## config.mk

```make
export PLATFORM = sky130hd
export DESIGN_NAME = dts_sync_detect_and_unpack
export DESIGN_NICKNAME = d
export VERILOG_FILES = /design/src/rtl/dtsu_pkg.sv /design/src/rtl/dtsu_front.sv /design/src/rtl/dtsu_queue.sv /design/src/rtl/dtsu_back.sv /design/src/rtl/dts_sync_detect_and_unpack.sv
export SDC_FILE = /design/constraint.sdc
export NUM_CORES = 1
export LEC_CHECK = 0
export BUFFER_PORTS_ARGS = -buffer_cell sky130_fd_sc_hd__buf_4
export CAP_MARGIN = 5
export CORE_UTILIZATION = 40
export DETAILED_ROUTE_END_ITERATION = 16
export PLACE_DENSITY = 0.6
export SLEW_MARGIN = 20
export SYNTH_ARGS = -nofsm -noshare
export SYNTH_HDL_FRONTEND = slang
export SYNTH_SLANG_ARGS = --single-unit
```

## constraint.sdc

```tcl
create_clock -name clock -period 3.09 [get_ports clock]
set_input_delay 0.309 -clock clock [delete_from_list [all_inputs] [get_ports clock]]
set_output_delay 0.309 -clock clock [all_outputs]
set_load 0.01 [all_outputs]
```

## src/rtl/dtsu_pkg.sv

```systemverilog
// Package with the shared constants, types and state encoding of the sync detector and unpacker.
package dtsu_pkg;

   localparam logic [15:0] SYNC14_A = 16'h1FFF;
   localparam logic [15:0] SYNC14_B = 16'hE800;
   localparam logic [15:0] SYNC16_A = 16'h7FFE;
   localparam logic [15:0] SYNC16_B = 16'h8001;
   localparam logic [15:0] MASK14   = 16'h3FFF;

   localparam int QUEUE_DEPTH = 2;
   localparam int QUEUE_PTR_W = $clog2(QUEUE_DEPTH);
   localparam int QUEUE_CNT_W = $clog2(QUEUE_DEPTH + 1);

   typedef struct packed {
      logic [15:0] word;
      logic        last;
      logic        mode14;
   } word_job_type;

   typedef enum logic [2:0] {
      ST_IDLE,
      ST_SAW14,
      ST_SAW16,
      ST_REPLAY,
      ST_LOCKED
   } front_state_type;

endpackage

```

## src/rtl/dtsu_front.sv

```systemverilog
// Front end: accepts words, searches for the sync pair and queues words to be unpacked.
module dtsu_front (
   input  logic                  clock,
   input  logic                  reset,
   input  logic                  req_tvalid,
   output logic                  req_tready,
   input  logic [15:0]           req_tdata,
   output logic                  push,
   output dtsu_pkg::word_job_type push_job,
   input  logic                  queue_full
);
   import dtsu_pkg::*;

   front_state_type state_ff;
   front_state_type state_in;
   logic            mode_ff;
   logic            mode_in;
   logic            accept;

   assign accept = req_tvalid && req_tready;

   always_comb begin
      state_in = state_ff;
      mode_in  = mode_ff;
      unique case (state_ff)
         ST_IDLE: begin
            if (accept) begin
               if (req_tdata == SYNC14_A) begin
                  state_in = ST_SAW14;
               end else if (req_tdata == SYNC16_A) begin
                  state_in = ST_SAW16;
               end
            end
         end
         ST_SAW14: begin
            if (accept) begin
               if (req_tdata == SYNC14_B) begin
                  state_in = ST_REPLAY;
                  mode_in  = 1'b1;
               end else begin
                  state_in = ST_IDLE;
               end
            end
         end
         ST_SAW16: begin
            if (accept) begin
               if (req_tdata == SYNC16_B) begin
                  state_in = ST_REPLAY;
                  mode_in  = 1'b0;
               end else begin
                  state_in = ST_IDLE;
               end
            end
         end
         ST_REPLAY: begin
            if (!queue_full) begin
               state_in = ST_LOCKED;
            end
         end
         ST_LOCKED: begin
            state_in = ST_LOCKED;
         end
         default: begin
            state_in = ST_IDLE;
         end
      endcase
   end

   always_comb begin
      req_tready      = 1'b0;
      push            = 1'b0;
      push_job.word   = req_tdata;
      push_job.last   = 1'b1;
      push_job.mode14 = mode_ff;
      unique case (state_ff)
         ST_IDLE: begin
            req_tready = 1'b1;
         end
         ST_SAW14: begin
            req_tready      = !queue_full;
            push            = accept && (req_tdata == SYNC14_B);
            push_job.word   = SYNC14_A;
            push_job.last   = 1'b0;
            push_job.mode14 = 1'b1;
         end
         ST_SAW16: begin
            req_tready      = !queue_full;
            push            = accept && (req_tdata == SYNC16_B);
            push_job.word   = SYNC16_A;
            push_job.last   = 1'b0;
            push_job.mode14 = 1'b0;
         end
         ST_REPLAY: begin
            push          = !queue_full;
            push_job.word = mode_ff ? SYNC14_B : SYNC16_B;
         end
         ST_LOCKED: begin
            req_tready = !queue_full;
            push       = accept;
         end
         default: begin
            req_tready = 1'b0;
         end
      endcase
   end

   always_ff @(posedge clock) begin
      if (reset) begin
         state_ff <= ST_IDLE;
         mode_ff  <= 1'b0;
      end else begin
         state_ff <= state_in;
         mode_ff  <= mode_in;
      end
   end

endmodule

```

## src/rtl/dtsu_queue.sv

```systemverilog
// Short queue of unpack jobs between the front end and the unpacker.
module dtsu_queue (
   input  logic                   clock,
   input  logic                   reset,
   input  logic                   push,
   input  dtsu_pkg::word_job_type push_job,
   output logic                   full,
   input  logic                   pop,
   output logic                   head_valid,
   output dtsu_pkg::word_job_type head_job
);
   import dtsu_pkg::*;

   word_job_type                   entry_ff [QUEUE_DEPTH];
   logic [QUEUE_PTR_W-1:0]         wr_ptr_ff;
   logic [QUEUE_PTR_W-1:0]         wr_ptr_in;
   logic [QUEUE_PTR_W-1:0]         rd_ptr_ff;
   logic [QUEUE_PTR_W-1:0]         rd_ptr_in;
   logic [QUEUE_CNT_W-1:0]         count_ff;
   logic [QUEUE_CNT_W-1:0]         count_in;
   logic                           do_push;
   logic                           do_pop;

   assign full       = (count_ff == QUEUE_CNT_W'(QUEUE_DEPTH));
   assign head_valid = (count_ff != '0);
   assign head_job   = entry_ff[rd_ptr_ff];
   assign do_push    = push && !full;
   assign do_pop     = pop && head_valid;

   always_comb begin
      wr_ptr_in = wr_ptr_ff;
      rd_ptr_in = rd_ptr_ff;
      count_in  = count_ff;
      if (do_push) begin
         wr_ptr_in = (wr_ptr_ff == QUEUE_PTR_W'(QUEUE_DEPTH - 1)) ? '0
                                                                  : wr_ptr_ff + 1'b1;
      end
      if (do_pop) begin
         rd_ptr_in = (rd_ptr_ff == QUEUE_PTR_W'(QUEUE_DEPTH - 1)) ? '0
                                                                  : rd_ptr_ff + 1'b1;
      end
      if (do_push && !do_pop) begin
         count_in = count_ff + 1'b1;
      end else if (do_pop && !do_push) begin
         count_in = count_ff - 1'b1;
      end
   end

   always_ff @(posedge clock) begin
      if (reset) begin
         wr_ptr_ff <= '0;
         rd_ptr_ff <= '0;
         count_ff  <= '0;
      end else begin
         wr_ptr_ff <= wr_ptr_in;
         rd_ptr_ff <= rd_ptr_in;
         count_ff  <= count_in;
      end
   end

   always_ff @(posedge clock) begin
      if (do_push) begin
         entry_ff[wr_ptr_ff] <= push_job;
      end
   end

endmodule

```

## src/rtl/dtsu_back.sv

```systemverilog
// Unpacker: queued words to bytes in the output register, one per cycle unless stalled.
module dtsu_back (
   input  logic                   clock,
   input  logic                   reset,
   input  logic                   head_valid,
   input  dtsu_pkg::word_job_type head_job,
   output logic                   pop,
   output logic                   rsp_tvalid,
   input  logic                   rsp_tready,
   output logic [7:0]             rsp_tdata,
   output logic                   rsp_tlast,
   output logic                   rsp_tuser
);
   import dtsu_pkg::*;

   logic        busy_ff;
   logic        busy_in;
   logic [20:0] acc_ff;
   logic [20:0] acc_in;
   logic [4:0]  cnt_ff;
   logic [4:0]  cnt_in;
   logic        last_ff;
   logic        last_in;
   logic        mode_ff;
   logic        mode_in;
   logic [6:0]  pend_bits_ff;
   logic [6:0]  pend_bits_in;
   logic [2:0]  pend_cnt_ff;
   logic [2:0]  pend_cnt_in;
   logic        out_valid_ff;
   logic        out_valid_in;
   logic [7:0]  out_byte_ff;
   logic        out_last_ff;
   logic        out_mode_ff;
   logic        fire;
   logic        done;
   logic [4:0]  cnt_rem;
   logic [20:0] shifted;
   logic [7:0]  keep_mask;
   logic [15:0] low14;

   assign fire    = busy_ff && (!out_valid_ff || rsp_tready);
   assign cnt_rem = cnt_ff - 5'd8;
   assign done    = (cnt_rem < 5'd8);
   assign shifted = acc_ff >> cnt_rem;
   assign pop     = head_valid && (!busy_ff || (fire && done));
   assign low14   = head_job.word & MASK14;

   always_comb begin
      keep_mask    = (8'd1 << cnt_rem[2:0]) - 8'd1;
      pend_bits_in = pend_bits_ff;
      pend_cnt_in  = pend_cnt_ff;
      if (fire && done && mode_ff) begin
         pend_bits_in = acc_ff[6:0] & keep_mask[6:0];
         pend_cnt_in  = cnt_rem[2:0];
      end
   end

   always_comb begin
      busy_in = busy_ff;
      acc_in  = acc_ff;
      cnt_in  = cnt_ff;
      last_in = last_ff;
      mode_in = mode_ff;
      if (fire) begin
         cnt_in = cnt_rem;
         if (done) begin
            busy_in = 1'b0;
         end
      end
      if (pop) begin
         busy_in = 1'b1;
         last_in = head_job.last;
         mode_in = head_job.mode14;
         if (head_job.mode14) begin
            acc_in = {pend_bits_in, low14[13:0]};
            cnt_in = {2'b00, pend_cnt_in} + 5'd14;
         end else begin
            acc_in = {5'b00000, head_job.word[7:0], head_job.word[15:8]};
            cnt_in = 5'd16;
         end
      end
   end

   assign out_valid_in = fire || (out_valid_ff && !rsp_tready);

   always_ff @(posedge clock) begin
      if (reset) begin
         busy_ff      <= 1'b0;
         out_valid_ff <= 1'b0;
         pend_bits_ff <= '0;
         pend_cnt_ff  <= '0;
      end else begin
         busy_ff      <= busy_in;
         out_valid_ff <= out_valid_in;
         pend_bits_ff <= pend_bits_in;
         pend_cnt_ff  <= pend_cnt_in;
      end
   end

   always_ff @(posedge clock) begin
      acc_ff  <= acc_in;
      cnt_ff  <= cnt_in;
      last_ff <= last_in;
      mode_ff <= mode_in;
      if (fire) begin
         out_byte_ff <= shifted[7:0];
         out_last_ff <= done && last_ff;
         out_mode_ff <= mode_ff;
      end
   end

   assign rsp_tvalid = out_valid_ff;
   assign rsp_tdata  = out_byte_ff;
   assign rsp_tlast  = out_last_ff;
   assign rsp_tuser  = out_mode_ff;

endmodule

```

## src/rtl/dts_sync_detect_and_unpack.sv

```systemverilog
// Top level of the sync detector and 14-bit/16-bit word unpacker.
//
// Words arrive on the req_ stream and are searched for a sync pair (0x1FFF then 0xE800
// locks 14-bit packed mode, 0x7FFE then 0x8001 locks 16-bit mode); nothing comes out while
// searching. On lock both sync words are replayed, and every later word is unpacked into
// bytes on the rsp_ stream, with tlast on the final byte of each word but the first sync
// word, and tuser giving the locked mode. The word that completes the sync pair holds off
// further input while the front end queues the second replayed word. The unpacker
// produces one byte per cycle while the output is not stalled; once locked a word gives
// two bytes in 16-bit mode and one or two bytes (1.75 on average) in 14-bit mode. A
// two-entry job queue and the output register let input and output stall independently.
module dts_sync_detect_and_unpack (
   input  logic        clock,
   input  logic        reset,
   input  logic        req_tvalid,
   output logic        req_tready,
   input  logic [15:0] req_tdata,  // [15:0] sample
   output logic        rsp_tvalid,
   input  logic        rsp_tready,
   output logic [7:0]  rsp_tdata,  // [7:0] out_byte
   output logic        rsp_tlast,
   output logic        rsp_tuser   // [0] packed_mode
);
   import dtsu_pkg::*;

   logic         push;
   word_job_type push_job;
   logic         queue_full;
   logic         pop;
   logic         head_valid;
   word_job_type head_job;

   dtsu_front u_front (
      .clock      (clock),
      .reset      (reset),
      .req_tvalid (req_tvalid),
      .req_tready (req_tready),
      .req_tdata  (req_tdata),
      .push       (push),
      .push_job   (push_job),
      .queue_full (queue_full)
   );

   dtsu_queue u_queue (
      .clock      (clock),
      .reset      (reset),
      .push       (push),
      .push_job   (push_job),
      .full       (queue_full),
      .pop        (pop),
      .head_valid (head_valid),
      .head_job   (head_job)
   );

   dtsu_back u_back (
      .clock      (clock),
      .reset      (reset),
      .head_valid (head_valid),
      .head_job   (head_job),
      .pop        (pop),
      .rsp_tvalid (rsp_tvalid),
      .rsp_tready (rsp_tready),
      .rsp_tdata  (rsp_tdata),
      .rsp_tlast  (rsp_tlast),
      .rsp_tuser  (rsp_tuser)
   );

endmodule
```

; ---- Word-level counts from Yosys, hierarchy flattened
; Memory sizes are Yosys's and may differ from the RTL's. A register that Yosys moved wholly into a read port is not among the register bits.
; Cells that the tools add are included.
[op_classes]
eq_ne = 16
bitwise = 1
muxes = 36
addsub = 7
magnitude_cmp = 1
shifts = 2
n_reduce_logical = 32
[op_table]
columns = cell, n
row1 = case mux 16 bit (3 select lines), 1
row2 = == test 16 bit (second input constant), 2
row3 = 2-to-1 mux 3 bit, 7
row4 = >> shifter 21 x 5 -> 8 bit, 1
row5 = == test 16 x 13 -> 1 bit (second input constant), 1
row6 = == test 16 x 15 -> 1 bit (second input constant), 1
row7 = 2-to-1 mux 16 bit, 1
row8 = 2-to-1 mux 15 bit, 1
row9 = 2-to-1 mux 5 bit, 3
row10 = case mux 3 bit (5 select lines), 1
row11 = logical AND 1 bit, 13
row12 = 2-to-1 mux 1 bit, 13
row13 = != test 2 x 1 -> 1 bit (second input constant), 5
row14 = AND reduction 5 bit, 2
row15 = nonzero test 2 bit, 5
row16 = 2-to-1 mux 2 bit, 4
row17 = bitwise AND 7 bit, 1
row18 = 2-to-1 mux 7 bit, 1
row19 = << shifter 1 x 3 -> 7 bit (first input constant), 1
row20 = subtractor 7 x 1 -> 7 bit (second input constant), 1
row21 = == test 3 x 2 -> 1 bit (second input constant), 2
row22 = zero test 1 bit, 6
row23 = adder 3 x 4 -> 5 bit (second input constant), 1
row24 = less-than comparator 5 x 4 -> 1 bit (second input constant), 1
row25 = 16 further kinds, 20
[totals]
out_inout_bits = 12
inputBits = 20
n_memories = 1
reg_bits = 58
elab_cells = 113
ram_bits = 36
[mem_list]
columns = name, depth, width, read_ports, rd_clocked_by_memory_dff, write_ports, line
row1 = u_queue.entry_ff, 2, 18, 1, 1, 1, dtsu_queue.sv:14  ; word_job_type entry_ff [QUEUE_DEPTH];

; ---- Longest topological paths before layout
[depth]
depth_word = 11
ltp_mapped = 11
ltp_nobuf = 9

; ---- Cells and area by module
; A second synthesis with hierarchy kept.
[hier_totals]
hier_cells = 408
area_unflattened_um2 = 5141.2
[modules_own_cells]
columns = module, instances, cells_per_inst, area_each_um2, seq_area_each_um2
row1 = dtsu_back, 1, 244, 3035.4, 1381.3
row2 = dtsu_queue, 1, 81, 1516.5, 1181.1
row3 = dtsu_front, 1, 83, 589.3, 80.1

; ---- Least setup slack after synthesis
; No wires, ideal clock.
[synth_timing]
path_type = flip-flop to flip-flop
from = register u_front.state_ff[2]
to = memory u_queue.entry_ff[0][0] (netlist bit), enable pin
arrival_time_ps = 2123
synth_period_minus_slack_ps = 2515
setup_ps = 393
path_slack_ps = 575
stages_incl_launch_ff = 7
cell_sequence = dfxtp_1 buf_2 nor4_1 nand3_1 a211oi_2 o221ai_1 nor2_1
[synth_between]
elab_chain_len = 9
[synth_rtl]
columns = element, line
row1 = "start, declared", dtsu_front.sv:14  ; front_state_type state_ff;
row2 = "start signal, assigned", dtsu_front.sv:112  ; state_ff <= state_in;
row3 = == test 3 bit (tied with other cells), dtsu_front.sv:75  ; unique case (state_ff)
row4 = OR reduction 3 bit (no line), n/a
row5 = case mux 1 bit (2 select lines), dtsu_front.sv:75
row6 = logical AND 1 bit, dtsu_front.sv:20  ; assign accept = req_tvalid && req_tready;
row7 = logical AND 1 bit (on tied branches), "dtsu_front.sv:88, dtsu_front.sv:81"
row8 = case mux 1 bit (4 select lines) *, dtsu_front.sv:75
row9 = logical AND 1 bit *, dtsu_queue.sv:27  ; assign do_push = push && !full;
row10 = 2-to-1 mux 1 bit *, dtsu_queue.sv:62  ; if (do_push) begin
row11 = 2-to-1 mux 1 bit (not written as such) *, dtsu_queue.sv:63  ; entry_ff[wr_ptr_ff] <= push_job;
row12 = "end, declared", dtsu_queue.sv:14
; Every way passes the cells marked *; elsewhere a longest branch is shown, timed or not.

; ---- Worst setup path after layout
[layout_timing]
from = register u_front.state_ff[1]
to = register u_queue.count_ff[1]
[layout_between]
elab_chain_len = 10
[layout_rtl]
columns = element, line
row1 = == test 3 bit (tied with other cells), dtsu_front.sv:75
row2 = OR reduction 3 bit (no line), n/a
row3 = case mux 1 bit (2 select lines), dtsu_front.sv:75
row4 = logical AND 1 bit, dtsu_front.sv:20
row5 = logical AND 1 bit (on tied branches), "dtsu_front.sv:88, dtsu_front.sv:81"
row6 = case mux 1 bit (4 select lines) *, dtsu_front.sv:75
row7 = logical AND 1 bit *, dtsu_queue.sv:27
row8 = named net u_queue.do_push, dtsu_queue.sv:21  ; logic do_push;
row9 = zero test 1 bit, dtsu_queue.sv:44  ; end else if (do_pop && !do_push) begin
row10 = logical AND 1 bit, dtsu_queue.sv:44
row11 = nonzero test 2 bit (no line), n/a
row12 = "end signal, assigned", dtsu_queue.sv:57  ; count_ff <= count_in;
row13 = "end, declared", dtsu_queue.sv:19  ; logic [QUEUE_CNT_W-1:0] count_ff;
; Mark *: on every way through the listed nets, which the timed path passes. The rest lies on a longest branch.
; A chain may end at the register's enable or synchronous reset.

==> metrics <==
crit path max fanout 21; total grt overflow 0; Area growth, synth to finish 12.8%; IO Count 32; initial core utilization 41.3%; Fillers roughly 1200; register bit total from synthesis 95; headroom to the max-slew limit 42.4%; Skew-Pair Late Insertion Delay ~350 ps; GRT Total Usage between 15 and 20%; fin area between 5000 and 6000 sq um; Multi-input gate area 2370 sq um; crit path cell chain nor2_1 > a2bb2oi_1 > inv_1 > o221ai_1 > inv_1 > ha_1 > or3_1 > a21oi_1; final cell count without fillers 680; first-pass GRT wire length 18200 um; DRC 0; Antenna Nets Post-Route 0; asr flop ratio synth 0%; Clock Path Buffers 2; 1st-pass router iterations 4; Synth Cell Area roughly 5300 sq um; core region area about 13000 sq um; Final Total Pwr about 2800 uW; Critical Path Max Stage Delay ~730 ps; RSZ-0062 raised after global routing false; kind of critical path flop to flop; Ys Warns 0; Final HPWL DP 7980 um; Final Hold Violating Endpoints 0; minimum clock period roughly 2500 ps; CP top delay family flip-flops; layout cells sized above 1 between 10% and 20%; H-tree Lvls 3; wire per inst between 15 and 20 um; CTS Hold Bufs 0; list of most frequent post-synthesis cells edfxtp_1, nor2_1, mux2i_1, a21oi_1, nand2_1; # Max-Cap Violations 0; Crit path required time around 3400 ps; Worst-path clk slew around 70 ps; Slew Limit Fails 0; CP Capture Type flop; Die X approximately 120 um; nets around 530; vias in the first global route approximately 3700; Worst Path Buf+Inv 2; Mapped Nets 511; Max Freq approximately 400 MHz; IO Port Bufs 31; Pleak between 0.002 and 0.0025 uW; via count between 3000 and 4000; Vias/cell between 5 and 6; Max IR drop VDD 0.244 mV; Placed Area between 5000 and 6000 sq um; register area share after synthesis between 50% and 60%; Setup crit start kind flop; TritonCTS buffer count 9; Root Driver clkbuf_16; post-synth top area cell edfxtp_1; ratio of final minimum period to clock period 81.8%; clk_skew 3.69 ps; CTS tree yes; final setup fails 0; Post-synth EDFFs 74; worst min path class input pin to flop; die extent in y around 120 um; row count 41; Synth top area share 42.3%; crit-path most repeated cell inv_1; ant diodes 0; clock sinks between 90 and 100; CTS resizes 0; Placed Cells ~660; WL final roughly 11000 um; status finished clean; Synth Flop Type edfxtp_1; library cells used by synthesis 53; Worst Tran Pin Value roughly 860 ps; Seq. cell area around 2600 sq um; CP max-delay cell dfxtp_1; Die ar. ~14000 sq um; Final Util between 40% and 50%; Mapped Cells about 490; Placer Congestion 0.850; mean post-synth cell area between 10 and 15 sq um; initial antenna violation count 0; most common cell in the netlist edfxtp_1; DRT iter0 DRCs 243; power per cell area ~470 nW/um^2; largest net degree at the start of global routing 33; synth top area cells edfxtp_1, mux2i_1, dfxtp_1; crit path DAT 2810 ps; setup tns final 0 ps; Post-CTS Setup Inserts 0
==> kinds of logic after synthesis <==
kind of cell	count (synthesis)	synth area share (%)
AOI/OAI and AO/OA	115	14.3
xor gates and xnor gates	7	1.17
adders and majority gates	5	1.14
buffers and inverters	53	4.50
DFF	95	50.3
muxes	61	14.0
and+or+nand+nor	151	14.6
==> power breakdown <==
part	switching (uW)	internal (uW)	leakage [uW]
registers	19.5	1390	0.000828
clock network	483	646	0.000155
logic	123	99.2	0.00122
==> metal layers <==
layer | routed length (um) | global-route usage [%]
met5 | 0 | 0
met4 | 241 | 8.02
met3 | 381 | 3.27
met2 | 5480 | 30.8
met1 | 4820 | 21.6
==> worst reg2reg max path: stages (launching register included) <==
cell and delay (ps):
dfxtp_1 730, nor2_1 180, a2bb2oi_1 270, inv_1 70, o221ai_1 290, inv_1 80
ha_1 320, or3_1 380, a21oi_1 140
==> area by class of cell <==
cell class / count / share of cell area, %
Inverter: 14 / 0.887
Sequential cell: 95 / 44.6
Clock buffer: 12 / 4.69
Timing Repair Buffer: 44 / 5.58
Tap cell: 172 / 3.63
Clock inverter: 4 / 0.528
Multi-Input combinational cell: 339 / 40.1
==> per-stage QoR <==
| stage | setup WS (ps) | hold slack (ps) |
|---|---|---|
| final | 564 | 278 |
| after global routing | 316 | 283 |
| after floorplan | 575 | 427 |
| after detailed placement | 612 | 437 |
| after CTS | 590 | 265 |
| after global placement | 723 | 447 |
==> path summary, 6_finish.rpt <==
kind | depth (start not counted) | slack, ps | endpoint | from
worst max-delay path | 8 | 560 | u_queue.count_ff[1] | u_front.state_ff[1]
worst min-delay path | 2 | 280 | u_queue.entry_ff[0][2] | req_tdata[0]
worst min register to register | 0 | 450 | u_back.rsp_tuser | u_back.mode_ff
worst max register to register | 8 | 560 | u_queue.count_ff[1] | u_front.state_ff[1]
==> state kept, by name, summed over array words and instances, names as in the netlist, 2 cells and up, named ones only <==
signal	flops
u_back.cnt_ff	5
u_queue.count_ff	2
u_back.pend_bits_ff	7
u_back.rsp_tdata	8
u_back.pend_cnt_ff	3
u_queue.entry_ff	36
u_front.state_ff	3
u_back.acc_ff	21
==> cells in the final DEF, fill, tap and decap left out, drive strengths merged, types with 2 or more instances in the layout <==
cell,count
buf,44
mux2i,43
nand4,2
and3,2
mux4,9
a22oi,2
clkbuf,12
inv,17
a21oi,34
a31oi,6
nor3,11
o211ai,2
nor2,44
o21ai,19
nand2b,6
xor2,5
o221ai,3
o21a,12
a22o,3
or3,7
a311oi,3
nand3b,2
xnor2,2
o22a,2
a211oi,21
nor2b,22
nor4,7
nand2,26
nor3b,3
nand3,6
edfxtp,74
ha,4
mux2,9
dfxtp,21
nand4b,2
and2,9
Note: power is estimated with default switching activity, not from simulation.
